$ cat config.mk
export PLATFORM = sky130hd
export DESIGN_NAME = cifs_fifo
export DESIGN_NICKNAME = d
export VERILOG_FILES = /design/src/cifs_pkg.sv /design/src/cifs_fifo.sv
export SDC_FILE = /design/constraint.sdc
export NUM_CORES = 1
export LEC_CHECK = 0
export BUFFER_PORTS_ARGS = -buffer_cell sky130_fd_sc_hd__clkbuf_2
export CAP_MARGIN = 5
export CORE_MARGIN = 2
export CORE_UTILIZATION = 44
export DETAILED_ROUTE_END_ITERATION = 6
export SLEW_MARGIN = 20
export SYNTH_ARGS = -nofsm -noshare
export SYNTH_HDL_FRONTEND = slang
export SYNTH_SLANG_ARGS = --single-unit
$ cat constraint.sdc
create_clock -name clk -period 5.42 [get_ports clk]
set_clock_uncertainty 0.05 [all_clocks]
set_input_delay 1.355 -clock clk [delete_from_list [all_inputs] [get_ports clk]]
set_output_delay 1.355 -clock clk [all_outputs]
set_load 0.1 [all_outputs]
$ cat src/cifs_pkg.sv
// ---------------------------------------------------------------------------
// cifs_pkg: shared types and constants of the cell image fragment scaler
// Register indexes, geometry record, queue entry and clamp helpers.
// ---------------------------------------------------------------------------
`default_nettype none

package cifs_pkg;

	// configuration register indexes
	localparam logic [2:0] REG_IMAGE_WIDTH    = 3'd0;
	localparam logic [2:0] REG_IMAGE_HEIGHT   = 3'd1;
	localparam logic [2:0] REG_CELL_WIDTH     = 3'd2;
	localparam logic [2:0] REG_CELL_HEIGHT    = 3'd3;
	localparam logic [2:0] REG_SPAN_COLUMNS   = 3'd4;
	localparam logic [2:0] REG_SPAN_LINES     = 3'd5;
	localparam logic [2:0] REG_PLACEMENT_MODE = 3'd6;
	localparam logic [2:0] REG_DEFAULT_COLOR  = 3'd7;

	// resize codes
	localparam logic [1:0] RSZ_NONE    = 2'd0;
	localparam logic [1:0] RSZ_FIT     = 2'd1;
	localparam logic [1:0] RSZ_FILL    = 2'd2;
	localparam logic [1:0] RSZ_STRETCH = 2'd3;

	// alignment along one axis
	localparam logic [1:0] AL_START  = 2'd0;
	localparam logic [1:0] AL_CENTER = 2'd1;
	localparam logic [1:0] AL_END    = 2'd2;

	// source index bits: quotient bits of the per-pixel division
	localparam int SRC_BITS  = 12;
	// quotient bits of the placed-size division
	localparam int DIV_STEPS = 29;
	// queue depth between front and back
	localparam int QDEPTH    = 4;

	typedef enum logic [4:0] {
		G_SIZE = 5'b00001,
		G_CMP  = 5'b00010,
		G_DIV  = 5'b00100,
		G_OFS  = 5'b01000,
		G_DONE = 5'b10000
	} gstate_t;

	typedef struct packed {
		logic [12:0]        iw;
		logic [12:0]        ih;
		logic [8:0]         cw;
		logic [8:0]         ch;
		logic [28:0]        pw;
		logic [28:0]        ph;
		logic signed [29:0] xo;
		logic signed [29:0] yo;
		logic [31:0]        dcol;
	} geom_t;

	typedef struct packed {
		logic        ld;
		logic [11:0] ld_idx;
		logic [31:0] ld_rgba;
		logic        cov;
		logic [28:0] dx;
		logic [28:0] dy;
	} q_item_t;

	function automatic logic [12:0] clamp13(input logic [12:0] v);
		logic [12:0] r;
		if (v == 13'd0) r = 13'd1;
		else if (v > 13'd4096) r = 13'd4096;
		else r = v;
		return r;
	endfunction

	function automatic logic [8:0] clamp9(input logic [8:0] v);
		logic [8:0] r;
		if (v == 9'd0) r = 9'd1;
		else if (v > 9'd256) r = 9'd256;
		else r = v;
		return r;
	endfunction

endpackage

`default_nettype wire

$ cat src/cifs_fifo.sv
// ---------------------------------------------------------------------------
// cifs_fifo: short queue between front and back
// Register-based first-in first-out buffer of QDEPTH entries.
// ---------------------------------------------------------------------------
`default_nettype none

module cifs_fifo (
	input  logic                clk,
	input  logic                arst_n,
	input  logic                push,
	input  cifs_pkg::q_item_t   din,
	output logic                full,
	input  logic                pop,
	output cifs_pkg::q_item_t   dout,
	output logic                empty
);

	localparam int PW = $clog2(cifs_pkg::QDEPTH);

	cifs_pkg::q_item_t ent_q [cifs_pkg::QDEPTH];
	logic [PW-1:0]     wp_q, rp_q;
	logic [PW:0]       cnt_q;

	assign full  = (cnt_q == (PW+1)'(cifs_pkg::QDEPTH));
	assign empty = (cnt_q == '0);
	assign dout  = ent_q[rp_q];

	always_ff @(posedge clk or negedge arst_n) begin
		if (!arst_n) begin
			wp_q  <= '0;
			rp_q  <= '0;
			cnt_q <= '0;
		end else begin
			if (push) wp_q <= wp_q + 1'b1;
			if (pop) rp_q <= rp_q + 1'b1;
			if (push && !pop) cnt_q <= cnt_q + 1'b1;
			else if (pop && !push) cnt_q <= cnt_q - 1'b1;
		end
	end

	always_ff @(posedge clk) begin
		if (push) ent_q[wp_q] <= din;
	end

endmodule

`default_nettype wire

==> reports/results.txt <==
Grt peak-use layer = met2
Number of vias per cell = 5.255
Crit path depth = 3
Die X = 191.0 um
Resized Gates After CTS = 0
Register area share after synthesis = 82.32%
Antenna violations before repair = 5
Htree depth = 2
Post-CTS setup buffer count = 0
Hold-fix buffers, CTS = 0
Max-slew headroom = 42.60%
Synthesis Warnings = 0
Placed cell areas = 0.01704 sq mm
Global routing usage on met1 = 21.21%
Pre-CTS WS = 1.603 ns
I/O pins = 214
Syn Nets = 692
Netlist cell types = 20
Largest net degree at the start of global routing = 96
Crit path kind = flip-flop to primary output
Most common cell after layout, fill and taps aside = edfxtp_1
Flop and latch count out of synthesis = 423
Site Rows = 68
CTS buffer count = 42
Max Cap Viol = 0
Grt total ovfl = 0
Max Fclk = 233.4 MHz
Worst-Skew Late Latency = 0.53 ns
Critical-path top delay cell = dfrtp_4
Reg2Reg Depth = 4
CTS tree = done
Pre-antenna DRT Iters = 4
FF-to-FF setup slack = 3.43 ns
Slowest stage delay, CP = 0.99 ns
Final setup vio count = 0
Reg clk slew, reported paths = 0.06 ns
Hold violation total from the final report = 0
Worst setup EP type = primary output
Crit path required time = 4.01 ns
Number of global-route vias before repair = 7559
Design area = 0.01841 sq mm
Crit share post-route = 79.06%
Synth top area cells = edfxtp_1 81%, mux4_2 15%, dfrtp_1 1.1%
Sequential standard cell area = 0.01267 sq mm
Post-synth EDFFs = 416
Core Area = 0.03446 sq mm
GR Util met2 = 26.32%
Area delta synth->final = 19.66%
FILL cells = 2679
Final design utilization = 53.44%
Worst Hold Depth = 1
Area of the mapped netlist = 0.01539 sq mm
Layout net count = 935
Most frequent cells in the layout = 416 x edfxtp_1, 213 x clkbuf_2, 104 x mux4_2
Avg Inst Size Synth = 26.62 sq um
Top-area cell type share of the netlist area = 81.18%
Share of layout cells above drive strength 1 = 45.96%
Post-DR wirelength/cell = 22.14 um
Antenna viol nets, final = 0
Worst path cell trace = buf_4, mux4_2, clkbuf_2
Dpl hpwl = 16950 um
RSZ-0062 raised after global routing = no
Clk buf depth = 3
Asr flop ratio synth = 1.655%
Crit start category = flip-flop
Min-delay worst type = flip-flop to flip-flop
Final Max Tran Viols = 0
DIE AREA = 0.03649 sq mm
DRC Markers = 0
Tot GR Track Use = 16.28%
TNS Setup = 0 ns
Synth Flop Type = edfxtp_1
Footprint of the multi-input gates = 0.002552 sq mm
First-pass GRT wire length = 43980 um
Total Wirelength = 29050 um
DIE HEIGHT = 191.0 um
Clk root buf = clkbuf_16
Port bufs = 213
Final WS setup = 1.135 ns
Vias post-DR = 6895
Final Critical Period = 4.285 ns
Crit path max-delay family = flip-flops
CP max FO = 40
RD Place Congestion = 0.7505
Post-Synthesis Cells = 578
Clk sinks = 423
WP data arrival = 2.88 ns
DR iter-0 viols = 530
Buf+Inv Stages, Crit Path = 2
Initial Utilization = 44.66%
Synth area leader = edfxtp_1
M3 GR Usage = 5.122%
Worst-Margin Slew = 0.8609 ns
Status = complete, no violations
## path summary, 6_finish.rpt
check                      startpoint           end
min in group asynchronous      arst_n      cnt_q[2]
setup reg to reg              wp_q[0]  ent_q[2][90]
hold / removal               cnt_q[2]      cnt_q[2]
hold reg to reg              cnt_q[2]      cnt_q[2]
setup / recovery              rp_q[0]      dout[12]
max in group asynchronous      arst_n       rp_q[1]
## synthesized netlist by cell type (all sizes together) (2+ instances only)
cell / count
and2: 4
buf: 20
clkbuf: 4
dfrtp: 7
edfxtp: 416
ha: 5
inv: 4
mux4: 104
nand2: 2
xnor2: 2
xor2: 4
## registers in the layout (all words and copies together) (netlist names)
| register | cells |
|---|---|
| wp_q | 2 |
| rp_q | 2 |
| ent_q | 416 |
| cnt_q | 3 |
## metal layers
metal	up-vias	part of all wire [%]
li1	2994	-
met1	3605	40
met2	246	49
met3	48	8.9
met4	2	2.0
met5	-	0.045
## kinds of logic after synthesis
family	Yosys count	share of synthesized area, %
muxes	105	15.29
and+or+nand+nor	9	0.3171
AOI/OAI and AO/OA	1	0.03249
xor gates and xnor gates	6	0.3415
buffers and inverters	28	1.163
DFF	423	82.32
adders and majority gates	6	0.5366
## per-stage QoR
step	hold slack, ns	std cells
2_1_floorplan	0.4063	578
3_3_place_gp	0.4242	1232
3_5_place_dp	0.4314	1232
4_1_cts	0.4496	1308
5_1_grt	0.4816	1309
6_report	0.4539	1312
## area by class of cell
type / count / area share [%]
timing repair buffer: 223 / 6.673
inverter: 4 / 0.08154
antenna: 4 / 0.05436
sequential: 423 / 68.83
tap: 455 / 3.092
multi-input combinational: 127 / 13.86
clock inverter: 17 / 0.8426
clock buffer: 59 / 6.564
Power is not shown: default switching activity piles up to over one toggle a cycle in this logic, so the estimate is an artifact.
