===== config.mk =====
export PLATFORM = sky130hd
export DESIGN_NAME = cifs_front
export DESIGN_NICKNAME = d
export VERILOG_FILES = /design/src/cifs_pkg.sv /design/src/cifs_front.sv
export SDC_FILE = /design/constraint.sdc
export NUM_CORES = 1
export LEC_CHECK = 0
export BUFFER_PORTS_ARGS = -buffer_cell sky130_fd_sc_hd__buf_2
export CAP_MARGIN = 20
export CORE_MARGIN = 3
export CORE_UTILIZATION = 52
export DETAILED_ROUTE_END_ITERATION = 7
export PLACE_DENSITY = 0.91
export SYNTH_ARGS = -nofsm -noshare
export SYNTH_HDL_FRONTEND = slang
export SYNTH_SLANG_ARGS = --single-unit

===== constraint.sdc =====
create_clock -name clk -period 14.7 [get_ports clk]
set_clock_uncertainty 0.05 [all_clocks]
set_input_delay 2.94 -clock clk [delete_from_list [all_inputs] [get_ports clk]]
set_output_delay 2.94 -clock clk [all_outputs]
set_load 0.005 [all_outputs]

===== src/cifs_pkg.sv =====
// ---------------------------------------------------------------------------
// cifs_pkg: shared types and constants of the cell image fragment scaler
// Register indexes, geometry record, queue entry and clamp helpers.
// ---------------------------------------------------------------------------
`default_nettype none

package cifs_pkg;

	// configuration register indexes
	localparam logic [2:0] REG_IMAGE_WIDTH    = 3'd0;
	localparam logic [2:0] REG_IMAGE_HEIGHT   = 3'd1;
	localparam logic [2:0] REG_CELL_WIDTH     = 3'd2;
	localparam logic [2:0] REG_CELL_HEIGHT    = 3'd3;
	localparam logic [2:0] REG_SPAN_COLUMNS   = 3'd4;
	localparam logic [2:0] REG_SPAN_LINES     = 3'd5;
	localparam logic [2:0] REG_PLACEMENT_MODE = 3'd6;
	localparam logic [2:0] REG_DEFAULT_COLOR  = 3'd7;

	// resize codes
	localparam logic [1:0] RSZ_NONE    = 2'd0;
	localparam logic [1:0] RSZ_FIT     = 2'd1;
	localparam logic [1:0] RSZ_FILL    = 2'd2;
	localparam logic [1:0] RSZ_STRETCH = 2'd3;

	// alignment along one axis
	localparam logic [1:0] AL_START  = 2'd0;
	localparam logic [1:0] AL_CENTER = 2'd1;
	localparam logic [1:0] AL_END    = 2'd2;

	// source index bits: quotient bits of the per-pixel division
	localparam int SRC_BITS  = 12;
	// quotient bits of the placed-size division
	localparam int DIV_STEPS = 29;
	// queue depth between front and back
	localparam int QDEPTH    = 4;

	typedef enum logic [4:0] {
		G_SIZE = 5'b00001,
		G_CMP  = 5'b00010,
		G_DIV  = 5'b00100,
		G_OFS  = 5'b01000,
		G_DONE = 5'b10000
	} gstate_t;

	typedef struct packed {
		logic [12:0]        iw;
		logic [12:0]        ih;
		logic [8:0]         cw;
		logic [8:0]         ch;
		logic [28:0]        pw;
		logic [28:0]        ph;
		logic signed [29:0] xo;
		logic signed [29:0] yo;
		logic [31:0]        dcol;
	} geom_t;

	typedef struct packed {
		logic        ld;
		logic [11:0] ld_idx;
		logic [31:0] ld_rgba;
		logic        cov;
		logic [28:0] dx;
		logic [28:0] dy;
	} q_item_t;

	function automatic logic [12:0] clamp13(input logic [12:0] v);
		logic [12:0] r;
		if (v == 13'd0) r = 13'd1;
		else if (v > 13'd4096) r = 13'd4096;
		else r = v;
		return r;
	endfunction

	function automatic logic [8:0] clamp9(input logic [8:0] v);
		logic [8:0] r;
		if (v == 9'd0) r = 9'd1;
		else if (v > 9'd256) r = 9'd256;
		else r = v;
		return r;
	endfunction

endpackage

`default_nettype wire


===== src/cifs_front.sv =====
// ---------------------------------------------------------------------------
// cifs_front: input stage
// Accepts beats, sorts loads from renders, places render pixels.
// ---------------------------------------------------------------------------
`default_nettype none

module cifs_front (
	input  logic                clk,
	input  logic                arst_n,
	input  logic                s_tvalid,
	output logic                s_tready,
	input  logic [79:0]         s_tdata,
	input  logic                s_tuser,
	input  cifs_pkg::geom_t     geom,
	input  logic                geom_ready,
	input  logic                full,
	output logic                push,
	output cifs_pkg::q_item_t   item
);

	logic        v_s1, ld_s1;
	logic [11:0] idx_s1;
	logic [31:0] rgba_s1;
	logic [7:0]  col_s1, line_s1, px_s1, py_s1;

	logic [15:0]        gx, gy;
	logic signed [30:0] dx, dy;
	logic               take;

	assign s_tready = geom_ready && (!v_s1 || !full);
	assign take     = s_tvalid && s_tready;
	assign push     = v_s1 && !full;

	always_ff @(posedge clk or negedge arst_n) begin
		if (!arst_n) v_s1 <= 1'b0;
		else if (take) v_s1 <= 1'b1;
		else if (push) v_s1 <= 1'b0;
	end

	always_ff @(posedge clk) begin
		if (take) begin
			ld_s1   <= !s_tuser;
			idx_s1  <= s_tdata[11:0];
			rgba_s1 <= s_tdata[43:12];
			col_s1  <= s_tdata[51:44];
			line_s1 <= s_tdata[59:52];
			px_s1   <= s_tdata[67:60];
			py_s1   <= s_tdata[75:68];
		end
	end

	always_comb begin
		gx = 16'(col_s1 * geom.cw + {9'd0, px_s1});
		gy = 16'(line_s1 * geom.ch + {9'd0, py_s1});
		dx = $signed({15'd0, gx}) - $signed({geom.xo[29], geom.xo});
		dy = $signed({15'd0, gy}) - $signed({geom.yo[29], geom.yo});
		item.ld      = ld_s1;
		item.ld_idx  = idx_s1;
		item.ld_rgba = rgba_s1;
		item.cov     = !dx[30] && (dx < $signed({2'b0, geom.pw}))
		            && !dy[30] && (dy < $signed({2'b0, geom.ph}));
		item.dx      = dx[28:0];
		item.dy      = dy[28:0];
	end

endmodule

`default_nettype wire


==> flow_metrics.env <==
export IMPL_reg2reg_slack_ps=12790
export IMPL_synth_unique_cells=54
export IMPL_ant_nets=0
export IMPL_timing_critical_path_fanout_max=8
export IMPL_tritoncts_num_buffers=9
export IMPL_post_drt_wl_per_cell_microns=14.9
export IMPL_ys_warn_count=0
export IMPL_layout_nets=2039
export IMPL_gp_congestion=0.901
export IMPL_yosys_most_used_dff="edfxtp_1"
export IMPL_clkLatencyLatePin_ps=330
export IMPL_max_cap_violation_count=0
export IMPL_drive_gt1_share_pct=23.5
export IMPL_postCtsHoldBufs=0
export IMPL_critPathKind="in2out"
export IMPL_grtUsageTotal_pct=23.0
export IMPL_synthesis_area_sq_um=10800
export IMPL_slowest_delay_ps=590
export IMPL_max_slew_worst_pin_slew_ps=952
export IMPL_post_synth_top_area_fraction_pct=21.4
export IMPL_syn_num_nets=1710
export IMPL_detailroute_via_count=9247
export IMPL_rsz_0062_raised_after_global_routing="no"
export IMPL_placement_rows=52
export IMPL_critical_path_depth=34
export IMPL_cts_resized=0
export IMPL_detail_route_drc_violations=0
export IMPL_synth_compound_area_share_pct=10.2
export IMPL_port_buffers=323
export IMPL_worst_setup_path_start_kind="input pin"
export IMPL_globalRouteOverflowTotal=0
export IMPL_worst_path_buf_inv=5
export IMPL_finalHoldWorstSlack_ps=455
export IMPL_worst_setup_hold_path_clk_slew_ps=60
export IMPL_slew_viol_final=0
export IMPL_share_of_the_core_filled_with_cells_in_the_final_layout_pct=64.0
export IMPL_yosys_area_share_adder_pct=37.0
export IMPL_die_height_microns=150
export IMPL_routed_via_density=5.21
export IMPL_yosysSeqAreaShare_pct=21.6
export IMPL_run_status="complete, no violations"
export IMPL_grt_first_pass_wirelength_mm=42.2
export IMPL_worst_ep_arrival_time_ps=10610
export IMPL_critPathCapture="item[58]"
export IMPL_worst_ir_drop_vdd_uv=141
export IMPL_largest_area_contributor_in_the_synthesized_netlist="edfxtp_1"
export IMPL_antenna_found_initial=4
export IMPL_filler_cell_count=1567
export IMPL_postSynth_asyncResetShare_pct=1.28
export IMPL_hold_class="reg2reg"
export IMPL_dp_hpwl_mm=23.3
export IMPL_startpoint_of_the_worst_setup_timing_path="geom[153]"
export IMPL_syn_to_final_growth_pct=20.5
export IMPL_crit_top_cell="ha_1"
export IMPL_numClockSinks=78
export IMPL_yosys_area_share_simple_pct=15.3
export IMPL_worstPathRequired_ps=11710
export IMPL_synth_ff_latch_count=78
export IMPL_synth_area_top_cells="edfxtp_1 21%, fa_1 19%, ha_1 19%"
export IMPL_end_kind="primary output"
export IMPL_worstReg2RegEnd="col_s1[2]"
export IMPL_detail_route_iter0_violations=285
export IMPL_register_area_sq_um=2340
export IMPL_max_freq_ghz=0.0735
export IMPL_cts_htree_levels=3
export IMPL_cts_post_setup_buffers_inserted=0
export IMPL_critical_path_slowest_cell="fa_1"
export IMPL_synthesis_area_per_instance_sq_um=9.25
export IMPL_xor_xnor_cell_area_share_of_the_yosys_netlist_pct=6.23
export IMPL_setup_total_negative_slack_ps=0
export IMPL_synth_enable_flop_cells=77
export IMPL_hold_violations=0
export IMPL_finalCriticalPeriod_ps=13600
export IMPL_cpLargestDelayFamily="adder cells"
export IMPL_power_density_nw_per_um2=216
export IMPL_effective_utilization_at_floorplan_pct=53.1
export IMPL_io_pins=386
export IMPL_netlist_instances=1170
export IMPL_largest_family_of_logic_cells_by_synthesized_area="adder cells"
export IMPL_final_min_period_over_clock_period_pct=92.5
export IMPL_multi_input_area_sq_um=7460
export IMPL_crit_reg2reg_launch="v_s1"
export IMPL_setup_viol=0
export IMPL_clock_tree_buffer_depth=2
export IMPL_via_count_of_the_first_global_routing_pass=9341
export IMPL_cellLeakagePower_nw=6.90
export IMPL_wirelength_mm=26.4
export IMPL_max_slew_margin_pct=36.5
export IMPL_synthMuxAreaShare_pct=0.185
export IMPL_worstRegToRegCells=5
export IMPL_drt_pass1_iterations=5
export IMPL_core_area_sq_um=20400
export IMPL_tritoncts_clock_tree="built"
export IMPL_buffer_type_at_the_clock_tree_root="clkbuf_16"
export IMPL_die_area_sq_um=22600
export IMPL_grt_max_degree=78
export IMPL_die_width_microns=150
## sequential cells by signal (all words and copies together) (netlist names)
signal,cells
col_s1,8
line_s1,8
px_s1,8
rgba_s1,32
v_s1,1
ld_s1,1
idx_s1,12
py_s1,8
## worst reg2reg max path, stage by stage, from the launching register on
cell and delay, ps:
dfrtp_1 380, nand2_1 70, and2_1 130, nand2_1 80
inv_2 50, buf_4 720
## final cells by class
class                   instances  share of cell area, %
diodes                          1                 0.0192
clock buffers                  11                   1.86
clock inverters                 5                  0.259
inverters                     266                   7.66
multi-input cells             820                   57.2
flip-flops and latches         78                   17.9
well taps                     270                   2.59
repair buffers                324                   12.5
## cells by family after synthesis
group           Yosys count
xor+xnor                 77
fa+ha+maj               260
mux                       2
simple gates            312
flops                    78
buf+inv                 272
compound gates          169
## synthesized netlist by cell type (3+ instances only)
master       n
or2_2        3
nor2b_1     17
a211oi_1     3
ha_1       160
and3_1       5
o2111ai_1    3
clkbuf_1     4
nor4_1      10
a21o_1      25
nand2_1     84
o211ai_1     8
or4_1        3
or3_1        6
o31a_1       4
o21ai_0     32
and2_1      95
edfxtp_1    77
fa_1       100
o21a_1      13
nor2_1      40
nand4_1      9
a21boi_0     3
a41oi_1      3
nand2b_1     8
o21bai_1     3
xnor2_1     60
inv_1      266
nand3_1      6
xor2_1      17
a21oi_1     55
nor3_1      15
## power by group
| group | total (mW) | leakage [nW] | switching, mW | internal, mW |
|---|---|---|---|---|
| registers | 0.264 | 0.730 | 0.00663 | 0.257 |
| logic | 2.35 | 6.04 | 1.28 | 1.07 |
| clock network | 0.202 | 0.132 | 0.0834 | 0.119 |
| total | 2.81 | 6.90 | 1.37 | 1.44 |
## cells in the final DEF, fill, tap and decap left out, types with 3 or more instances in the layout
| cell type | count |
|---|---|
| a211oi_1 | 3 |
| a21boi_0 | 3 |
| a21o_1 | 25 |
| a21oi_1 | 55 |
| a41oi_1 | 3 |
| and2_1 | 95 |
| and3_1 | 5 |
| buf_2 | 323 |
| clkbuf_16 | 9 |
| edfxtp_1 | 77 |
| fa_1 | 100 |
| ha_1 | 160 |
| inv_1 | 265 |
| nand2_1 | 84 |
| nand2b_1 | 8 |
| nand3_1 | 6 |
| nand4_1 | 9 |
| nor2_1 | 40 |
| nor2b_1 | 17 |
| nor3_1 | 15 |
| nor4_1 | 10 |
| o2111ai_1 | 3 |
| o211ai_1 | 8 |
| o21a_1 | 13 |
| o21ai_0 | 32 |
| o21bai_1 | 3 |
| o31a_1 | 4 |
| or2_2 | 3 |
| or3_1 | 6 |
| or4_1 | 3 |
| xnor2_1 | 60 |
| xor2_1 | 17 |
## how the worst min path moves through the flow
stage	slack (ps)	from	cells past startpoint	endpoint
detailed placement	440	v_s1	2	v_s1
global route	500	v_s1	2	v_s1
global placement	400	v_s1	2	v_s1
CTS	460	v_s1	2	v_s1
floorplan	390	v_s1	2	v_s1
finish	460	v_s1	2	v_s1
## routing by layer
metal / GRT usage [%] / vias up / share of wire [%] / wire length, microns
met4: 8.23 / 6 / 2.9 / 764
met5: 0 / - / 0.13 / 34
met3: 4.43 / 54 / 7.0 / 1850
li1: - / 4479 / - / -
met1: 27.4 / 4353 / 40 / 10500
met2: 41.5 / 355 / 50 / 13300
## through the flow
step                instances  power, mW  area, sq um  setup WS [ps]
CTS                      1774       2.81        13000           1140
finish                   1775       2.81        13000           1100
detailed placement       1758       2.59        12800           1140
global route             1775       3.11        13000            737
floorplan                1170       1.93        10800           2300
global placement         1758       2.50        12800           1450
Power figures use the tool's default switching activity.
