[src/cifs_pkg.sv]
// ---------------------------------------------------------------------------
// cifs_pkg: shared types and constants of the cell image fragment scaler
// Register indexes, geometry record, queue entry and clamp helpers.
// ---------------------------------------------------------------------------
`default_nettype none

package cifs_pkg;

	// configuration register indexes
	localparam logic [2:0] REG_IMAGE_WIDTH    = 3'd0;
	localparam logic [2:0] REG_IMAGE_HEIGHT   = 3'd1;
	localparam logic [2:0] REG_CELL_WIDTH     = 3'd2;
	localparam logic [2:0] REG_CELL_HEIGHT    = 3'd3;
	localparam logic [2:0] REG_SPAN_COLUMNS   = 3'd4;
	localparam logic [2:0] REG_SPAN_LINES     = 3'd5;
	localparam logic [2:0] REG_PLACEMENT_MODE = 3'd6;
	localparam logic [2:0] REG_DEFAULT_COLOR  = 3'd7;

	// resize codes
	localparam logic [1:0] RSZ_NONE    = 2'd0;
	localparam logic [1:0] RSZ_FIT     = 2'd1;
	localparam logic [1:0] RSZ_FILL    = 2'd2;
	localparam logic [1:0] RSZ_STRETCH = 2'd3;

	// alignment along one axis
	localparam logic [1:0] AL_START  = 2'd0;
	localparam logic [1:0] AL_CENTER = 2'd1;
	localparam logic [1:0] AL_END    = 2'd2;

	// source index bits: quotient bits of the per-pixel division
	localparam int SRC_BITS  = 12;
	// quotient bits of the placed-size division
	localparam int DIV_STEPS = 29;
	// queue depth between front and back
	localparam int QDEPTH    = 4;

	typedef enum logic [4:0] {
		G_SIZE = 5'b00001,
		G_CMP  = 5'b00010,
		G_DIV  = 5'b00100,
		G_OFS  = 5'b01000,
		G_DONE = 5'b10000
	} gstate_t;

	typedef struct packed {
		logic [12:0]        iw;
		logic [12:0]        ih;
		logic [8:0]         cw;
		logic [8:0]         ch;
		logic [28:0]        pw;
		logic [28:0]        ph;
		logic signed [29:0] xo;
		logic signed [29:0] yo;
		logic [31:0]        dcol;
	} geom_t;

	typedef struct packed {
		logic        ld;
		logic [11:0] ld_idx;
		logic [31:0] ld_rgba;
		logic        cov;
		logic [28:0] dx;
		logic [28:0] dy;
	} q_item_t;

	function automatic logic [12:0] clamp13(input logic [12:0] v);
		logic [12:0] r;
		if (v == 13'd0) r = 13'd1;
		else if (v > 13'd4096) r = 13'd4096;
		else r = v;
		return r;
	endfunction

	function automatic logic [8:0] clamp9(input logic [8:0] v);
		logic [8:0] r;
		if (v == 9'd0) r = 9'd1;
		else if (v > 9'd256) r = 9'd256;
		else r = v;
		return r;
	endfunction

endpackage

`default_nettype wire

[src/cifs_geom.sv]
// ---------------------------------------------------------------------------
// cifs_geom: configuration registers and placement geometry
// Holds the registers and works out placed size and offsets after each write.
// ---------------------------------------------------------------------------
`default_nettype none

module cifs_geom (
	input  logic              clk,
	input  logic              arst_n,
	input  logic              cfg_we,
	input  logic [2:0]        cfg_index,
	input  logic [31:0]       cfg_data,
	output cifs_pkg::geom_t   geom,
	output logic              ready
);

	logic [12:0] iw_raw_q, ih_raw_q;
	logic [8:0]  cw_raw_q, ch_raw_q, sc_raw_q, sl_raw_q;
	logic [5:0]  mode_q;
	logic [31:0] dcol_q;

	cifs_pkg::gstate_t state_q;

	logic [12:0]        iw_q, ih_q;
	logic [8:0]         cw_q, ch_q;
	logic [16:0]        gw_q, gh_q;
	logic [1:0]         rsz_q, ha_q, va_q;
	logic [28:0]        pw_q, ph_q;
	logic signed [29:0] xo_q, yo_q;
	logic [28:0]        dnum_q, dquo_q;
	logic [12:0]        dden_q, drem_q;
	logic               dsel_q;
	logic [4:0]         cnt_q;

	logic [3:0]         align;
	logic [1:0]         ha_c, va_c;
	logic [28:0]        pa, pb;
	logic               wb;
	logic [13:0]        dt;
	logic               dge;
	logic signed [29:0] sx, sy, hx, hy;

	always_ff @(posedge clk or negedge arst_n) begin
		if (!arst_n) begin
			iw_raw_q <= 13'd1;
			ih_raw_q <= 13'd1;
			cw_raw_q <= 9'd8;
			ch_raw_q <= 9'd16;
			sc_raw_q <= 9'd1;
			sl_raw_q <= 9'd1;
			mode_q   <= 6'd0;
			dcol_q   <= 32'd0;
		end else if (cfg_we) begin
			case (cfg_index)
				cifs_pkg::REG_IMAGE_WIDTH:    iw_raw_q <= cfg_data[12:0];
				cifs_pkg::REG_IMAGE_HEIGHT:   ih_raw_q <= cfg_data[12:0];
				cifs_pkg::REG_CELL_WIDTH:     cw_raw_q <= cfg_data[8:0];
				cifs_pkg::REG_CELL_HEIGHT:    ch_raw_q <= cfg_data[8:0];
				cifs_pkg::REG_SPAN_COLUMNS:   sc_raw_q <= cfg_data[8:0];
				cifs_pkg::REG_SPAN_LINES:     sl_raw_q <= cfg_data[8:0];
				cifs_pkg::REG_PLACEMENT_MODE: mode_q   <= cfg_data[5:0];
				cifs_pkg::REG_DEFAULT_COLOR:  dcol_q   <= cfg_data;
				default: ;
			endcase
		end
	end

	// split alignment into horizontal and vertical parts
	always_comb begin
		align = mode_q[5:2];
		if (align inside {4'd0, 4'd3, 4'd6}) ha_c = cifs_pkg::AL_START;
		else if (align inside {4'd1, 4'd4, 4'd7}) ha_c = cifs_pkg::AL_CENTER;
		else if (align inside {4'd2, 4'd5, 4'd8}) ha_c = cifs_pkg::AL_END;
		else ha_c = cifs_pkg::AL_START;
		if (align inside {[4'd3:4'd5]}) va_c = cifs_pkg::AL_CENTER;
		else if (align inside {[4'd6:4'd8]}) va_c = cifs_pkg::AL_END;
		else va_c = cifs_pkg::AL_START;
	end

	always_comb begin
		pa  = 29'(gw_q * ih_q);
		pb  = 29'(gh_q * iw_q);
		wb  = (rsz_q == cifs_pkg::RSZ_FIT) ? (pa <= pb) : (pa >= pb);
		dt  = {drem_q, dnum_q[28]};
		dge = dt >= {1'b0, dden_q};
		sx  = $signed({13'd0, gw_q}) - $signed({1'b0, pw_q});
		sy  = $signed({13'd0, gh_q}) - $signed({1'b0, ph_q});
		hx  = $signed(sx + {29'd0, sx[29]}) >>> 1;
		hy  = $signed(sy + {29'd0, sy[29]}) >>> 1;
	end

	always_ff @(posedge clk or negedge arst_n) begin
		if (!arst_n) begin
			state_q <= cifs_pkg::G_SIZE;
		end else if (cfg_we) begin
			state_q <= cifs_pkg::G_SIZE;
		end else begin
			case (state_q)
				cifs_pkg::G_SIZE: state_q <= cifs_pkg::G_CMP;
				cifs_pkg::G_CMP: begin
					if (rsz_q == cifs_pkg::RSZ_FIT || rsz_q == cifs_pkg::RSZ_FILL)
						state_q <= cifs_pkg::G_DIV;
					else
						state_q <= cifs_pkg::G_OFS;
				end
				cifs_pkg::G_DIV: begin
					if (cnt_q == 5'(cifs_pkg::DIV_STEPS - 1)) state_q <= cifs_pkg::G_OFS;
				end
				cifs_pkg::G_OFS:  state_q <= cifs_pkg::G_DONE;
				cifs_pkg::G_DONE: state_q <= cifs_pkg::G_DONE;
				default:          state_q <= cifs_pkg::G_SIZE;
			endcase
		end
	end

	always_ff @(posedge clk) begin
		case (state_q)
			cifs_pkg::G_SIZE: begin
				iw_q  <= cifs_pkg::clamp13(iw_raw_q);
				ih_q  <= cifs_pkg::clamp13(ih_raw_q);
				cw_q  <= cifs_pkg::clamp9(cw_raw_q);
				ch_q  <= cifs_pkg::clamp9(ch_raw_q);
				gw_q  <= 17'(cifs_pkg::clamp9(sc_raw_q) * cifs_pkg::clamp9(cw_raw_q));
				gh_q  <= 17'(cifs_pkg::clamp9(sl_raw_q) * cifs_pkg::clamp9(ch_raw_q));
				rsz_q <= mode_q[1:0];
				ha_q  <= ha_c;
				va_q  <= va_c;
			end
			cifs_pkg::G_CMP: begin
				drem_q <= 13'd0;
				dquo_q <= 29'd0;
				cnt_q  <= 5'd0;
				case (rsz_q)
					cifs_pkg::RSZ_FIT, cifs_pkg::RSZ_FILL: begin
						if (wb) begin
							pw_q   <= {12'd0, gw_q};
							dnum_q <= pa;
							dden_q <= iw_q;
							dsel_q <= 1'b1;
						end else begin
							ph_q   <= {12'd0, gh_q};
							dnum_q <= pb;
							dden_q <= ih_q;
							dsel_q <= 1'b0;
						end
					end
					cifs_pkg::RSZ_STRETCH: begin
						pw_q <= {12'd0, gw_q};
						ph_q <= {12'd0, gh_q};
					end
					default: begin
						pw_q <= {16'd0, iw_q};
						ph_q <= {16'd0, ih_q};
					end
				endcase
			end
			cifs_pkg::G_DIV: begin
				// restoring division, one quotient bit a cycle
				drem_q <= dge ? 13'(dt - {1'b0, dden_q}) : dt[12:0];
				dnum_q <= {dnum_q[27:0], 1'b0};
				dquo_q <= {dquo_q[27:0], dge};
				cnt_q  <= cnt_q + 5'd1;
				if (cnt_q == 5'(cifs_pkg::DIV_STEPS - 1)) begin
					if (dsel_q) ph_q <= {dquo_q[27:0], dge};
					else pw_q <= {dquo_q[27:0], dge};
				end
			end
			cifs_pkg::G_OFS: begin
				case (ha_q)
					cifs_pkg::AL_CENTER: xo_q <= hx;
					cifs_pkg::AL_END:    xo_q <= sx;
					default:             xo_q <= 30'sd0;
				endcase
				case (va_q)
					cifs_pkg::AL_CENTER: yo_q <= hy;
					cifs_pkg::AL_END:    yo_q <= sy;
					default:             yo_q <= 30'sd0;
				endcase
			end
			default: ;
		endcase
	end

	assign ready     = (state_q == cifs_pkg::G_DONE);
	assign geom.iw   = iw_q;
	assign geom.ih   = ih_q;
	assign geom.cw   = cw_q;
	assign geom.ch   = ch_q;
	assign geom.pw   = pw_q;
	assign geom.ph   = ph_q;
	assign geom.xo   = xo_q;
	assign geom.yo   = yo_q;
	assign geom.dcol = dcol_q;

endmodule

`default_nettype wire

[config.mk]
export PLATFORM = sky130hd
export DESIGN_NAME = cifs_geom
export DESIGN_NICKNAME = d
export VERILOG_FILES = /design/src/cifs_pkg.sv /design/src/cifs_geom.sv
export SDC_FILE = /design/constraint.sdc
export NUM_CORES = 2
export LEC_CHECK = 0
export ABC_AREA = 1
export BUFFER_PORTS_ARGS = -buffer_cell sky130_fd_sc_hd__buf_2
export CAP_MARGIN = 20
export CORE_MARGIN = 5
export CORE_UTILIZATION = 45
export DETAILED_ROUTE_END_ITERATION = 12
export GPL_TIMING_DRIVEN = 0
export SLEW_MARGIN = 20
export SYNTH_ARGS = -nofsm -noshare
export SYNTH_HDL_FRONTEND = slang
export SYNTH_SLANG_ARGS = --single-unit
[constraint.sdc]
create_clock -name clk -period 14.39 [get_ports clk]
set_input_delay 0.7195 -clock clk [delete_from_list [all_inputs] [get_ports clk]]
set_output_delay 0.7195 -clock clk [all_outputs]
set_load 0.02 [all_outputs]
==> flow_metrics.py <==
metrics = {
    "global_route": {
        "antenna_found_initial": 1,
        "grt_pass1_wl_um": 194000,
        "grt_pass1_vias": 35400,
        "grt_overflow": 0,
        "grt_start_max_net_pins": 57,
        "track_usage_pct": 24.7,
    },
    "layout": {
        "areaGrowthSynthToFinish_pct": 11.2,
        "fill_cells": 9086,
        "diodes": 0,
        "fin_nets": 6403,
        "drive_above_1_share_pct": 9.38,
    },
    "logic_synthesis": {
        "synth_seq_cells": 396,
        "synth_cells": 5345,
        "yosys.area.top_type_share_pct": 20.7,
        "synth_area_leaders": "edfxtp_1, fa_1, nand2_1, inv_1, ha_1",
        "ys_seq_area_share_pct": 27.0,
        "syn_area_mm2": 0.0422,
        "synthFlopType": "edfxtp_1",
        "syn_avg_cell_area_um2": 7.90,
        "yosysMostFrequentCell": "nand2_1",
        "synth_edf_count": 291,
        "synthArstFlopShare_pct": 26.5,
        "yosysWarnings": 0,
        "syn_nets": 6114,
        "synthTopCellsByCount": "nand2_1, inv_1, fa_1",
        "synth_top_cell_by_area": "edfxtp_1",
        "ys_types": 52,
    },
    "timing": {
        "finClkSkew_ns": 0.0421,
        "min_period_over_period_pct": 66.6,
        "rsz0062_at_grt": "false",
        "min_period_ns": 9.59,
        "tns_ns": 0,
        "final_hold_viol_count": 0,
        "drv_slew": 0,
        "tightest_slew_ns": 1.03,
        "setup_violations": 0,
        "max_slew_margin_pct": 31.1,
        "max_freq_mhz": 104,
    },
    "drt": {
        "drc": 0,
        "dr.pass1.iters": 6,
        "via_per_inst": 5.08,
        "drt_iter0_drc": 2458,
        "wirelength_um": 123000,
        "avgRoutedWirePerCell_um": 17.8,
        "via_count": 35200,
        "ant_nets": 0,
    },
    "floorplanning": {
        "chipWidth_um": 316,
        "rows": 112,
        "ios": 233,
        "die_h_um": 316,
        "start_util_pct": 45.3,
        "die-area_mm2": 0.100,
        "core_area_mm2": 0.0932,
    },
    "clocking": {
        "cts_sinks": 396,
        "clk_path_buf_depth": 3,
        "cts_made_buffers": 48,
        "cts-root-buf": "clkbuf_16",
        "cts_tree": "built",
        "holdBufCountCts": 0,
        "clkTransAtPathRegs_ns": 0.06,
        "post_cts_buffers": 0,
        "clock_latency_ns": 0.65,
        "cts_resized": 0,
        "cts-htree-levels": 2,
    },
    "critical_path": {
        "cp-start-kind": "flip-flop",
        "cpLargestDelayFamily": "adder cells",
        "end_kind": "flip-flop",
        "crit_fanout": 16,
        "crit_buf_inv": 9,
        "required_ns": 14.72,
        "crit_slowest_cell": "clkbuf_1",
        "path_common_cell": "fa_1",
        "cp.arrival_ns": 9.91,
        "crit_path_max_incr_delay_ns": 0.74,
        "criticalPathCategory": "flip-flop to flip-flop",
    },
    "run": {
        "drv_cap": 0,
    },
    "place": {
        "gp_congestion": 0.930,
        "dp_hpwl_um": 101000,
        "io_buffer_count": 232,
    },
    "run_status": {
        "status": "finished clean",
    },
    "hold_path": {
        "hold_path_class": "input pin to asynchronous set/reset pin",
    },
}
==> final timing paths <==
path / start / to / slack [ns] / cells after the start
hold / removal: arst_n / dcol_q[3] / 0.05 / 1
min in group clk: cfg_data[16] / dcol_q[16] / 0.31 / 2
max in group asynchronous: arst_n / state_q[0] / 13.67 / 2
setup reg to reg: iw_q[7] / pw_q[28] / 4.80 / 33
hold reg to reg: mode_q[1] / rsz_q[1] / 0.45 / 0
setup / recovery: iw_q[7] / pw_q[28] / 4.80 / 33
==> cell usage in the layout (no fill, tap or decap), drive strengths merged, types with 31 or more instances in the layout <==
cell	Yosys	routed
a21oi	208	208
ha	302	302
nand2	1465	1465
nor2	346	346
buf	32	271
dfrtp	98	98
o21ai	219	219
edfxtp	291	291
inv	1242	1248
o21bai	43	43
nand3	230	230
xnor2	45	45
fa	429	429
nand4	48	48
nor3	31	31
xor2	56	56
clkbuf	128	192
==> layer usage <==
layer	vias up	track usage, %	part of all wire [%]
li1	16900	-	-
met1	17100	33.1	43
met2	1027	42.1	47
met3	184	3.66	6.3
met4	0	7.27	3.1
met5	-	0	0
==> cells by family (layout without fill, tap and decap cells) <==
group,count (synthesis),after routing,share of synthesized area (%)
and+or+nand+nor,2161,2161,21.7
muxes,19,19,0.507
xor gates and xnor gates,101,101,2.10
adders and majority gates,731,731,29.3
DFF,396,396,27.0
buffers and inverters,1416,1745,12.6
AOI/OAI and AO/OA,521,521,6.80
==> worst register-to-register path, delay by kind of cell (launching register included) <==
kind            cells  cell delay [ns]
compound gates      8             1.83
xor+xnor            1             0.25
fa+ha+maj           7             3.35
buf+inv             9             2.34
flops               1             0.42
simple gates        8             1.08
==> area by class of cell <==
type	instances	area (µm²)	area share, %
Clock buffer	64	1380	2.95
Tap cell	1254	1570	3.34
Timing Repair Buffer	239	1310	2.78
Sequential cell	396	11400	24.2
Clock inverter	26	427	0.909
Buffer	160	614	1.31
Multi-Input combinational cell	3533	25500	54.4
Inverter	1256	4720	10.1
==> per-stage QoR <==
stage | instances | worst slack [ns] | hold WS, ns | utilization (%) | instance area, µm²
final | 6928 | 4.80 | 0.0548 | 50.4 | 46900
after global routing | 6928 | 4.08 | 0.0719 | 50.4 | 46900
after CTS | 6928 | 4.84 | 0.0274 | 50.4 | 46900
after detailed placement | 6838 | 4.89 | 0.436 | 48.4 | 45100
after global placement | 6831 | 2.52 | 0.435 | 48.2 | 44900
after floorplan | 5345 | 5.12 | 0.424 | - | 42200
==> sequential cells by signal, indices dropped and copies added (netlist names), 17 cells and up <==
name    count
yo_q       30
gw_q       17
ph_q       29
dnum_q     29
gh_q       17
pw_q       29
dcol_q     32
dquo_q     28
xo_q       30
Power is not shown: default switching activity piles up to over one toggle a cycle in this logic, so the estimate is an artifact.
